File: config.mk
export PLATFORM = sky130hd
export DESIGN_NAME = double_ended_queue
export DESIGN_NICKNAME = d
export VERILOG_FILES = /design/src/hdl/dq_pkg.sv /design/src/hdl/dq_ram.sv /design/src/hdl/dq_ctrl.sv /design/src/hdl/dq_dp.sv /design/src/hdl/double_ended_queue.sv
export SDC_FILE = /design/constraint.sdc
export NUM_CORES = 1
export LEC_CHECK = 0
export BUFFER_PORTS_ARGS = -buffer_cell sky130_fd_sc_hd__buf_4
export CELL_PAD_IN_SITES_DETAIL_PLACEMENT = 0
export CELL_PAD_IN_SITES_GLOBAL_PLACEMENT = 1
export CORE_ASPECT_RATIO = 0.8
export CORE_MARGIN = 4
export CORE_UTILIZATION = 55
export CTS_CLUSTER_SIZE = 20
export DETAILED_ROUTE_END_ITERATION = 12
export PLACE_DENSITY_LB_ADDON = 0.1
export SYNTH_ARGS = -nofsm -noshare
export SYNTH_HDL_FRONTEND = slang
export SYNTH_SLANG_ARGS = --single-unit
File: constraint.sdc
create_clock -name clk -period 12.3 [get_ports clk]
set_input_delay 3.69 -clock clk [delete_from_list [all_inputs] [get_ports clk]]
set_output_delay 3.69 -clock clk [all_outputs]
set_load 0.02 [all_outputs]
File: src/hdl/dq_pkg.sv
`default_nettype none
// -----------------------------------------------------------------------------
// dq_pkg
// Shared constants, codes and controller/datapath interface types for the
// bounded double-ended queue.
// -----------------------------------------------------------------------------
package dq_pkg;

	// Ring size and the widths that follow from it
	localparam int DEPTH = 16;
	localparam int IDX_W = (DEPTH > 1) ? $clog2(DEPTH) : 1;
	localparam int CNT_W = $clog2(DEPTH + 1);
	localparam int SUM_W = CNT_W + 1;

	// Payload widths
	localparam int WORD_W  = 32;
	localparam int REQ_W   = 2;
	localparam int STAT_W  = 2;
	localparam int COUNT_W = 5;

	// Request codes
	localparam logic [REQ_W-1:0] REQ_PUSH_HEAD = 2'd0;
	localparam logic [REQ_W-1:0] REQ_PUSH_TAIL = 2'd1;
	localparam logic [REQ_W-1:0] REQ_POP_HEAD  = 2'd2;
	localparam logic [REQ_W-1:0] REQ_POP_TAIL  = 2'd3;

	// Result status codes
	localparam logic [STAT_W-1:0] ST_OK    = 2'd0;
	localparam logic [STAT_W-1:0] ST_EMPTY = 2'd1;
	localparam logic [STAT_W-1:0] ST_FULL  = 2'd2;

	// Controller to datapath commands
	typedef struct packed {
		logic take;      // register the request and update the ring
		logic load_pop;  // capture the word read from the store
	} dq_cmd_t;

	// Datapath to controller status
	typedef struct packed {
		logic need_read; // the offered request is a pop on a non-empty queue
	} dq_sts_t;

endpackage
`default_nettype wire

File: src/hdl/dq_ram.sv
`default_nettype none
// -----------------------------------------------------------------------------
// dq_ram
// Generic single-write, single-read RAM with a registered read port.
// -----------------------------------------------------------------------------
module dq_ram #(
	parameter int WIDTH = 32,
	parameter int DEPTH = 16
) (
	input  wire logic                                     clk,
	input  wire logic                                     we,
	input  wire logic [((DEPTH > 1) ? $clog2(DEPTH) : 1)-1:0] waddr,
	input  wire logic [WIDTH-1:0]                         wdata,
	input  wire logic                                     re,
	input  wire logic [((DEPTH > 1) ? $clog2(DEPTH) : 1)-1:0] raddr,
	output logic      [WIDTH-1:0]                         rdata
);

	logic [WIDTH-1:0] mem_q [DEPTH];

	// Write, then register the read word
	always_ff @(posedge clk) begin
		if (we) begin
			mem_q[waddr] <= wdata;
		end
		if (re) begin
			rdata <= mem_q[raddr];
		end
	end

endmodule
`default_nettype wire

File: src/hdl/dq_ctrl.sv
`default_nettype none
// -----------------------------------------------------------------------------
// dq_ctrl
// Request sequencer: takes one request, waits for the store read on a pop
// from a non-empty queue, then holds the result until it is transferred.
// -----------------------------------------------------------------------------
module dq_ctrl (
	input  wire logic            clk,
	input  wire logic            arst_n,
	input  wire logic            in_valid,
	output logic                 in_ready,
	output logic                 out_valid,
	input  wire logic            out_ready,
	input  wire dq_pkg::dq_sts_t sts,
	output dq_pkg::dq_cmd_t      cmd
);

	localparam logic [1:0] S_IDLE = 2'd0;
	localparam logic [1:0] S_READ = 2'd1;
	localparam logic [1:0] S_RESP = 2'd2;

	logic [1:0] state_q;
	logic [1:0] state_d;
	logic       take;

	assign in_ready  = (state_q == S_IDLE);
	assign out_valid = (state_q == S_RESP);
	assign take      = in_valid && in_ready;

	assign cmd.take     = take;
	assign cmd.load_pop = (state_q == S_READ);

	// Advance through take, read and response
	always_comb begin
		state_d = state_q;
		unique case (state_q)
			S_IDLE: begin
				if (take) begin
					state_d = sts.need_read ? S_READ : S_RESP;
				end
			end
			S_READ: begin
				state_d = S_RESP;
			end
			S_RESP: begin
				if (out_ready) begin
					state_d = S_IDLE;
				end
			end
			default: begin
				state_d = S_IDLE;
			end
		endcase
	end

	always_ff @(posedge clk or negedge arst_n) begin
		if (!arst_n) begin
			state_q <= S_IDLE;
		end else begin
			state_q <= state_d;
		end
	end

endmodule
`default_nettype wire

File: src/hdl/dq_dp.sv
`default_nettype none
// -----------------------------------------------------------------------------
// dq_dp
// Ring datapath: head and count registers, slot arithmetic, word store and
// result registers.
// -----------------------------------------------------------------------------
module dq_dp (
	input  wire logic                               clk,
	input  wire logic                               arst_n,
	input  wire dq_pkg::dq_cmd_t                    cmd,
	output dq_pkg::dq_sts_t                         sts,
	input  wire logic        [dq_pkg::REQ_W-1:0]    req_type,
	input  wire logic signed [dq_pkg::WORD_W-1:0]   push_value,
	output logic signed      [dq_pkg::WORD_W-1:0]   popped_value,
	output logic             [dq_pkg::STAT_W-1:0]   status,
	output logic             [dq_pkg::COUNT_W-1:0]  entry_count
);

	localparam int IDX_W = dq_pkg::IDX_W;
	localparam int CNT_W = dq_pkg::CNT_W;
	localparam int SUM_W = dq_pkg::SUM_W;

	logic [IDX_W-1:0]          head_q;
	logic [CNT_W-1:0]          count_q;
	logic [dq_pkg::WORD_W-1:0] popped_q;
	logic [dq_pkg::STAT_W-1:0] status_q;

	logic                      is_push;
	logic                      is_front;
	logic                      full;
	logic                      empty;
	logic [IDX_W-1:0]          head_dec;
	logic [IDX_W-1:0]          head_inc;
	logic [SUM_W-1:0]          sum_push;
	logic [SUM_W-1:0]          sum_pop;
	logic [SUM_W-1:0]          wrap_push;
	logic [SUM_W-1:0]          wrap_pop;
	logic [IDX_W-1:0]          waddr;
	logic [IDX_W-1:0]          raddr;
	logic                      we;
	logic [dq_pkg::WORD_W-1:0] rdata;
	logic [31:0]               count_ext;

	// Decode the request and the ring state
	assign is_push  = (req_type == dq_pkg::REQ_PUSH_HEAD)
		|| (req_type == dq_pkg::REQ_PUSH_TAIL);
	assign is_front = (req_type == dq_pkg::REQ_PUSH_HEAD)
		|| (req_type == dq_pkg::REQ_POP_HEAD);
	assign full     = (count_q == CNT_W'(dq_pkg::DEPTH));
	assign empty    = (count_q == '0);

	assign sts.need_read = !is_push && !empty;

	// Step the head around the ring
	assign head_dec = (head_q == '0) ? IDX_W'(dq_pkg::DEPTH - 1) : head_q - 1'b1;
	assign head_inc = (head_q == IDX_W'(dq_pkg::DEPTH - 1)) ? '0 : head_q + 1'b1;

	// Back slots: one past the back for a push, the back itself for a pop
	assign sum_push  = SUM_W'(head_q) + SUM_W'(count_q);
	assign sum_pop   = sum_push - 1'b1;
	assign wrap_push = (sum_push >= SUM_W'(dq_pkg::DEPTH))
		? sum_push - SUM_W'(dq_pkg::DEPTH) : sum_push;
	assign wrap_pop  = (sum_pop >= SUM_W'(dq_pkg::DEPTH))
		? sum_pop - SUM_W'(dq_pkg::DEPTH) : sum_pop;

	assign waddr = is_front ? head_dec : wrap_push[IDX_W-1:0];
	assign raddr = is_front ? head_q : wrap_pop[IDX_W-1:0];
	assign we    = cmd.take && is_push && !full;

	dq_ram #(
		.WIDTH(dq_pkg::WORD_W),
		.DEPTH(dq_pkg::DEPTH)
	) u_store (
		.clk  (clk),
		.we   (we),
		.waddr(waddr),
		.wdata(push_value),
		.re   (cmd.take && sts.need_read),
		.raddr(raddr),
		.rdata(rdata)
	);

	// Update head and count on a taken request
	always_ff @(posedge clk or negedge arst_n) begin
		if (!arst_n) begin
			head_q  <= '0;
			count_q <= '0;
		end else if (cmd.take) begin
			if (is_push) begin
				if (!full) begin
					count_q <= count_q + 1'b1;
					if (is_front) begin
						head_q <= head_dec;
					end
				end
			end else if (!empty) begin
				count_q <= count_q - 1'b1;
				if (is_front) begin
					head_q <= head_inc;
				end
			end
		end
	end

	// Hold the result fields; a pop word is loaded from the store's registered read in the read state
	always_ff @(posedge clk) begin
		if (cmd.take) begin
			popped_q <= '1;
			if (is_push) begin
				status_q <= full ? dq_pkg::ST_FULL : dq_pkg::ST_OK;
			end else begin
				status_q <= empty ? dq_pkg::ST_EMPTY : dq_pkg::ST_OK;
			end
		end else if (cmd.load_pop) begin
			popped_q <= rdata;
		end
	end

	assign count_ext    = 32'(count_q);
	assign popped_value = popped_q;
	assign status       = status_q;
	assign entry_count  = count_ext[dq_pkg::COUNT_W-1:0];

endmodule
`default_nettype wire

File: src/hdl/double_ended_queue.sv
`default_nettype none
// -----------------------------------------------------------------------------
// double_ended_queue
// Bounded double-ended queue of signed words held in a ring buffer.
// A push result goes from the idle state straight to the response state;
// a pop on a non-empty queue first passes the read state for the store's
// registered read. Flow: one request at a time; the sequencer holds each
// result until it is transferred before it takes the next request.
// Reset: arst_n clears the head, the count and the sequencer; the word
// store is not cleared, since only words written by a push are ever read.
// -----------------------------------------------------------------------------
module double_ended_queue (
	input  wire logic                              clk,
	input  wire logic                              arst_n,
	input  wire logic                              in_valid,
	output logic                                   in_ready,
	input  wire logic        [dq_pkg::REQ_W-1:0]   req_type,
	input  wire logic signed [dq_pkg::WORD_W-1:0]  push_value,
	output logic                                   out_valid,
	input  wire logic                              out_ready,
	output logic signed      [dq_pkg::WORD_W-1:0]  popped_value,
	output logic             [dq_pkg::STAT_W-1:0]  status,
	output logic             [dq_pkg::COUNT_W-1:0] entry_count
);

	dq_pkg::dq_cmd_t cmd;
	dq_pkg::dq_sts_t sts;

	dq_ctrl u_ctrl (
		.clk      (clk),
		.arst_n   (arst_n),
		.in_valid (in_valid),
		.in_ready (in_ready),
		.out_valid(out_valid),
		.out_ready(out_ready),
		.sts      (sts),
		.cmd      (cmd)
	);

	dq_dp u_dp (
		.clk         (clk),
		.arst_n      (arst_n),
		.cmd         (cmd),
		.sts         (sts),
		.req_type    (req_type),
		.push_value  (push_value),
		.popped_value(popped_value),
		.status      (status),
		.entry_count (entry_count)
	);

endmodule
`default_nettype wire
[Yosys cells after proc, flatten, opt, wreduce, memory -nomap -nowiden]
Memories as Yosys holds them, arrays and structs flattened. A register that Yosys moved wholly into a read port is not among the register bits.
Cells that the tools add are included.
Word-level totals
  register bits after elaboration: 45
  RAM bits: 512
  input port bits: 38
  output and inout bits: 41
  memories kept: 1
Cells by class
  add/subtract/negate cells: 8
  $lt $le $gt $ge: 2
  equal/unequal tests: 10
  multiplexer cells: 23
  reduce and logical (&&, ||, !) cells: 17
Memory list
  u_dp.u_store.mem_q: words 16, width 32, read ports 1, clocked after memory_dff 1, wr ports 1, RTL line dq_ram.sv:19  | logic [WIDTH-1:0] mem_q [DEPTH];
Operators by type and width (number)
  two-way mux 4 bit: 11
  two-way mux 5 bit: 3
  greater-or-equal comparator 6 x 5 -> 1 bit, second input constant: 2
  subtractor 4 x 1 -> 4 bit, second input constant: 3
  two-way mux 2 bit: 5
  adder 4 x 5 -> 6 bit: 1
  case mux 2 bit (3 select lines): 1
  subtractor 6 x 1 -> 6 bit, second input constant: 1
  adder 5 x 1 -> 5 bit, second input constant: 1
  equality test 5 bit, second input constant: 1
  logical AND 1 bit: 5
  logical NOT 5 bit: 1
  subtractor 5 x 1 -> 5 bit, second input constant: 1
  adder 4 x 1 -> 4 bit, second input constant: 1
  equality test 2 x 1 -> 1 bit, second input constant: 2
  equality test 2 bit, second input constant: 2
  equality test 4 bit, second input constant: 1
  logical NOT 2 bit: 2
  logical NOT 4 bit: 1
  != test 2 x 1 -> 1 bit, second input constant: 2
  != test 2 bit, second input constant: 2
  AND reduction 4 bit: 1
  logical NOT 1 bit: 3
  two-way mux 1 bit: 3
  3 further kinds: 4

[Depth between registers and ports, before layout]
  depth in word-level cells: 7
  depth in mapped cells: 11
  gate-level depth less buffers: 9

[Modules after synthesis]
A second synthesis with hierarchy kept.
Second synthesis, totals
  cells, all modules: 1067
  area total of the unflattened synthesis: 22450.3 sq um
By module, submodules not included
  dq_ram: times used 1, cells each 838, area each 20174.3 sq um, seq. area each 16335.7 sq um
  dq_dp: times used 1, cells each 218, area each 2165.8 sq um, seq. area each 925.9 sq um
  dq_ctrl: times used 1, cells each 11, area each 110.1 sq um, seq. area each 50.0 sq um

[Worst setup path before layout]
No wires, ideal clock.
  path kind: input to register
  start: input req_type[0] in the netlist's numbering
  end: memory u_dp.u_store.mem_q[3][0], enable pin
  setup time: 0.461 ns
  arrival: 6.793 ns
  required time: 11.839 ns
  slack: 5.046 ns
  cell stages on the path: 7
  path buffers: 2
  cells stage by stage: buf_6 buf_2 nor2_1 nand2_1 o31a_1 mux2_2 nor3_1
On the way
  longest elaborated chain between the ends: 6
  elaborated cells between the ends (all ways): 10
Ends and longest elaborated chain
  from (decl): RTL line double_ended_queue.sv:17  | input wire logic [dq_pkg::REQ_W-1:0] req_type,
  equality test 2 x 1 -> 1 bit / logical NOT 2 bit (equally long branches): RTL line dq_dp.sv:46, dq_dp.sv:45, dq_dp.sv:47
  logical OR 1 bit: RTL line dq_dp.sv:46  | || (req_type == dq_pkg::REQ_PUSH_TAIL);
  logical AND 1 bit (2 in series): RTL line dq_dp.sv:68  | assign we = cmd.take && is_push && !full;
  two-way mux 1 bit: RTL line dq_ram.sv:23  | if (we) begin
  two-way mux 1 bit (not written as such): RTL line dq_ram.sv:24  | mem_q[waddr] <= wdata;
  to (decl): RTL line dq_ram.sv:19
Several ways; a longest one is shown, not always the timed one.

[Worst setup path after layout]
  start: input in_valid
  end: memory u_dp.u_store.mem_q[9][15], enable pin
On the way
  longest elaborated chain between the ends: 5
Ends and longest elaborated chain
  from (decl): RTL line double_ended_queue.sv:15  | input wire logic in_valid,
  logical AND 1 bit: RTL line dq_ctrl.sv:28  | assign take = in_valid && in_ready;
  logical AND 1 bit (2 in series): RTL line dq_dp.sv:68
  two-way mux 1 bit: RTL line dq_ram.sv:23
  two-way mux 1 bit (not written as such): RTL line dq_ram.sv:24
No other way between the ends.

==> run_results.csv <==
group,metric,value,unit
run_status,status,"finished, final reports clean",
yosys,synth_compound_area_share,2.37,%
layout,final_common_cell,"edfxtp_1",
worst_setup_path,cp.arrival,6430,ps
sta,hold_slack,465,ps
place,hpwl,24.2,mm
yosys,ys_seq_area_share,76.4,%
sta,max_slew.worst_pin.slew,1160,ps
grt,grt_overflow_total,0,
yosys,synth_top_family_by_area,"multiplexers",
cts,clock_path_buffers,3,
detailed_routing,via_per_inst,5.96,
cts,h-tree-depth,2,
yosys,syn_inst,1050,
yosys,ys_types,44,
power_and_ir_drop,seqPwrFrac,37.7,%
sta,final_max_slew_viol_count,0,
sta,finalSetupViolations,0,
power_and_ir_drop,p_int,0.00458,W
sta,slew_headroom,22.7,%
yosys,synth-seq-cells,589,
sta,min_period,6220,ps
floorplanning,start_util,55.7,%
power_and_ir_drop,power.switching,0.00223,W
yosys,yosysWarnings,0,
layout,antenna_cells,0,
detailed_routing,drtIter0Drc,946,
worst_setup_path,cp-endpoint,"u_dp.u_store.mem_q[9][15]",
worst_setup_path,ff2ff_path_depth,8,
sta,finalSetupTns,0,ps
cts,cts_buffers,54,
floorplanning,die_x,235,um
layout,drive_gt1_share,28.2,%
place,place.gp.congestion,0.728,
worst_setup_path,critPathLaunchType,"input port",
run,maxCapViolCount,0,
sta,skew,23.9,ps
worst_setup_path,path_class,"in -> reg",
layout,area_growth,13.2,%
detailed_routing,firstDrtPassIters,5,
cts,worst_skew_pair.late_latency,590,ps
cts,cts_hold_buffers,0,
worst_setup_path,worst_setup_path_end_kind,"register",
power_and_ir_drop,powerDensity,265,mW/mm2
detailed_routing,wl,46.6,mm
cts,cts_tree,"built",
sta,rsz0062_at_grt,"false",
grt,antenna_found_initial,1,
yosys,syn-cell-area,0.0227,mm2
worst_setup_path,crit_path_start,"in_valid",
yosys,synthMuxAreaShare,16.9,%
yosys,syn_area_per_cell,21.6,um2
worst_setup_path,worstReg2RegEnd,"u_dp.u_store.rdata[30]",
floorplanning,dieArea,0.0446,mm2
worst_setup_path,worstPathMaxFanout,24,
sta,hold_viol_final,0,
floorplanning,fp.dieH,190,um
grt,grt_max_degree,57,
worst_setup_path,crit_required,12500,ps
worst_setup_path,r2r_start,"u_dp.head_q[0]",
layout,final_cell_mix,"edfxtp_1 (546), mux4_2 (125), buf_4 (104), mux2i_1 (97), clkbuf_16 (54)",
min_path,hold_path_class,"reg -> reg",
cts,cts_resized,0,
detailed_routing,vias,10425,
yosys,synthSimpleGateAreaFrac,1.51,%
cts,clockRootBuffer,"clkbuf_16",
grt,grt_pass1_wl,70.0,mm
detailed_routing,wl_per_cell,26.6,um
floorplanning,row_count,66,
yosys,syn_nets,1099,
worst_setup_path,reg2reg_slack,7890,ps
grt,grt_use_total,21.1,%
power_and_ir_drop,leakage,8.50,nW
detailed_routing,drc_errors,0,
cts,clock_sinks,589,
sta,fmax,0.161,GHz
power_and_ir_drop,vdd_drop_max,0.263,mV
cts,post_cts_buffers,0,
grt,grt_pass1_vias,10683,
place,port_buffers,78,
yosys,yosys.area_share.xor_xnor,0.646,%
floorplanning,ios,79,
power_and_ir_drop,power_frac_comb,39.0,%
yosys,yosys.area_share.adder,0.673,%
cts,clk_pin_slew_worst_paths,60,ps
power_and_ir_drop,p_clk_share,23.4,%
power_and_ir_drop,swShare,32.7,%
sta,period_share,50.6,%
floorplanning,coreArea,0.0407,mm2
layout,num-nets-final,1209,
detailed_routing,ant_nets,0,
-- synthesized netlist by cell type (all sizes together) --
master	instances	area, um2
edfxtp	546	16400
mux4	125	2820
mux2i	98	981
buf	40	274
dfxtp	32	641
o22a	32	280
nor2	30	115
nand2	24	92.6
a21oi	17	96.4
dfrtp	11	275
o21ai	11	55.1
clkbuf	10	37.5
ha	9	113
inv	8	30.0
nor3	8	40.0
o22ai	6	37.5
xnor2	6	71.3
xor2	6	52.6
mux2	4	45.0
nand3	4	20.0
a21o	2	15.0
a31oi	2	12.5
and3	2	12.5
fa	2	40.0
nand2b	2	12.5
nor2b	2	12.5
nor3b	2	15.0
o21a	2	15.0
a221oi	1	8.76
and2	1	8.76
nor4	1	6.26
o31a	1	8.76
o31ai	1	7.51
or4	1	7.51
xnor3	1	22.5
-- layer usage --
metal / vias up / part of all wire, % / track usage [%] / wire (um)
li1: 4572 / - / - / -
met2: 294 / 48 / 34.2 / 22600
met3: 49 / 5.7 / 3.29 / 2660
met5: - / 0.028 / 0 / 13
met1: 5508 / 44 / 31.6 / 20700
met4: 2 / 1.4 / 3.93 / 651
-- cell type report --
type	count	area, um2
clock inverter	28	206
tap	544	681
multi-input combinational	403	5180
clock buffer	73	1470
timing repair buffer	104	781
sequential	589	17300
inverter	8	30.0
fill	2795	15100
-- kinds of logic (layout without fill, tap and decap cells) --
family	count (synthesis)	in the layout
XOR/XNOR	13	13
AO/OA/AOI/OAI	75	75
AND/OR/NAND/NOR	77	77
adder cells (fa/ha/maj)	11	11
buffers and inverters	58	213
multiplexers	227	227
flip-flops	589	589
-- power by group through the flow --
stage / Combinational, W / Clock [W] / Sequential [W]
floorplan: 0.00200 / 0 / 0.00263
global placement: 0.00266 / 0 / 0.00260
detailed placement: 0.00268 / 0 / 0.00260
CTS: 0.00269 / 0.00162 / 0.00256
global route: 0.00286 / 0.00171 / 0.00258
finish: 0.00265 / 0.00159 / 0.00256
-- flip-flops by register name (all words and copies together) (netlist names) --
register / cells
u_dp.u_store.rdata: 32
u_dp.popped_value: 32
u_dp.head_q: 4
u_ctrl.state_q: 2
u_dp.u_store.mem_q: 512
u_dp.entry_count: 5
u_dp.status: 2
-- worst min path at each step --
stage	slack, ps	depth (start not counted)	endpoint	startpoint
floorplan	450	1	u_dp.popped_value[21]	u_dp.u_store.rdata[21]
global placement	440	1	u_dp.popped_value[0]	u_dp.popped_value[0]
detailed placement	450	1	u_dp.popped_value[14]	u_dp.popped_value[14]
CTS	470	1	u_dp.popped_value[22]	u_dp.popped_value[22]
global route	480	1	u_dp.popped_value[22]	u_dp.popped_value[22]
finish	470	1	u_dp.popped_value[0]	u_dp.popped_value[0]
-- stage by stage --
step / total power (W) / utilization (%) / area (um2) / instances / worst slack (ps)
floorplan: 0.00463 / - / 22700 / 1050 / 5050
global placement: 0.00526 / 58.9 / 24000 / 1648 / 5510
detailed placement: 0.00529 / 58.9 / 24000 / 1648 / 5480
CTS: 0.00688 / 63.0 / 25700 / 1749 / 6070
global route: 0.00715 / 63.0 / 25700 / 1749 / 5820
finish: 0.00680 / 63.0 / 25700 / 1749 / 6080
-- critical path, stage by stage --
cell and delay [ps]:
buf_4 90, nand2_1 160, nor3b_1 530, nand3_1 410, nor3_2 880, buf_4 630
(Power assumes the default switching activity.)
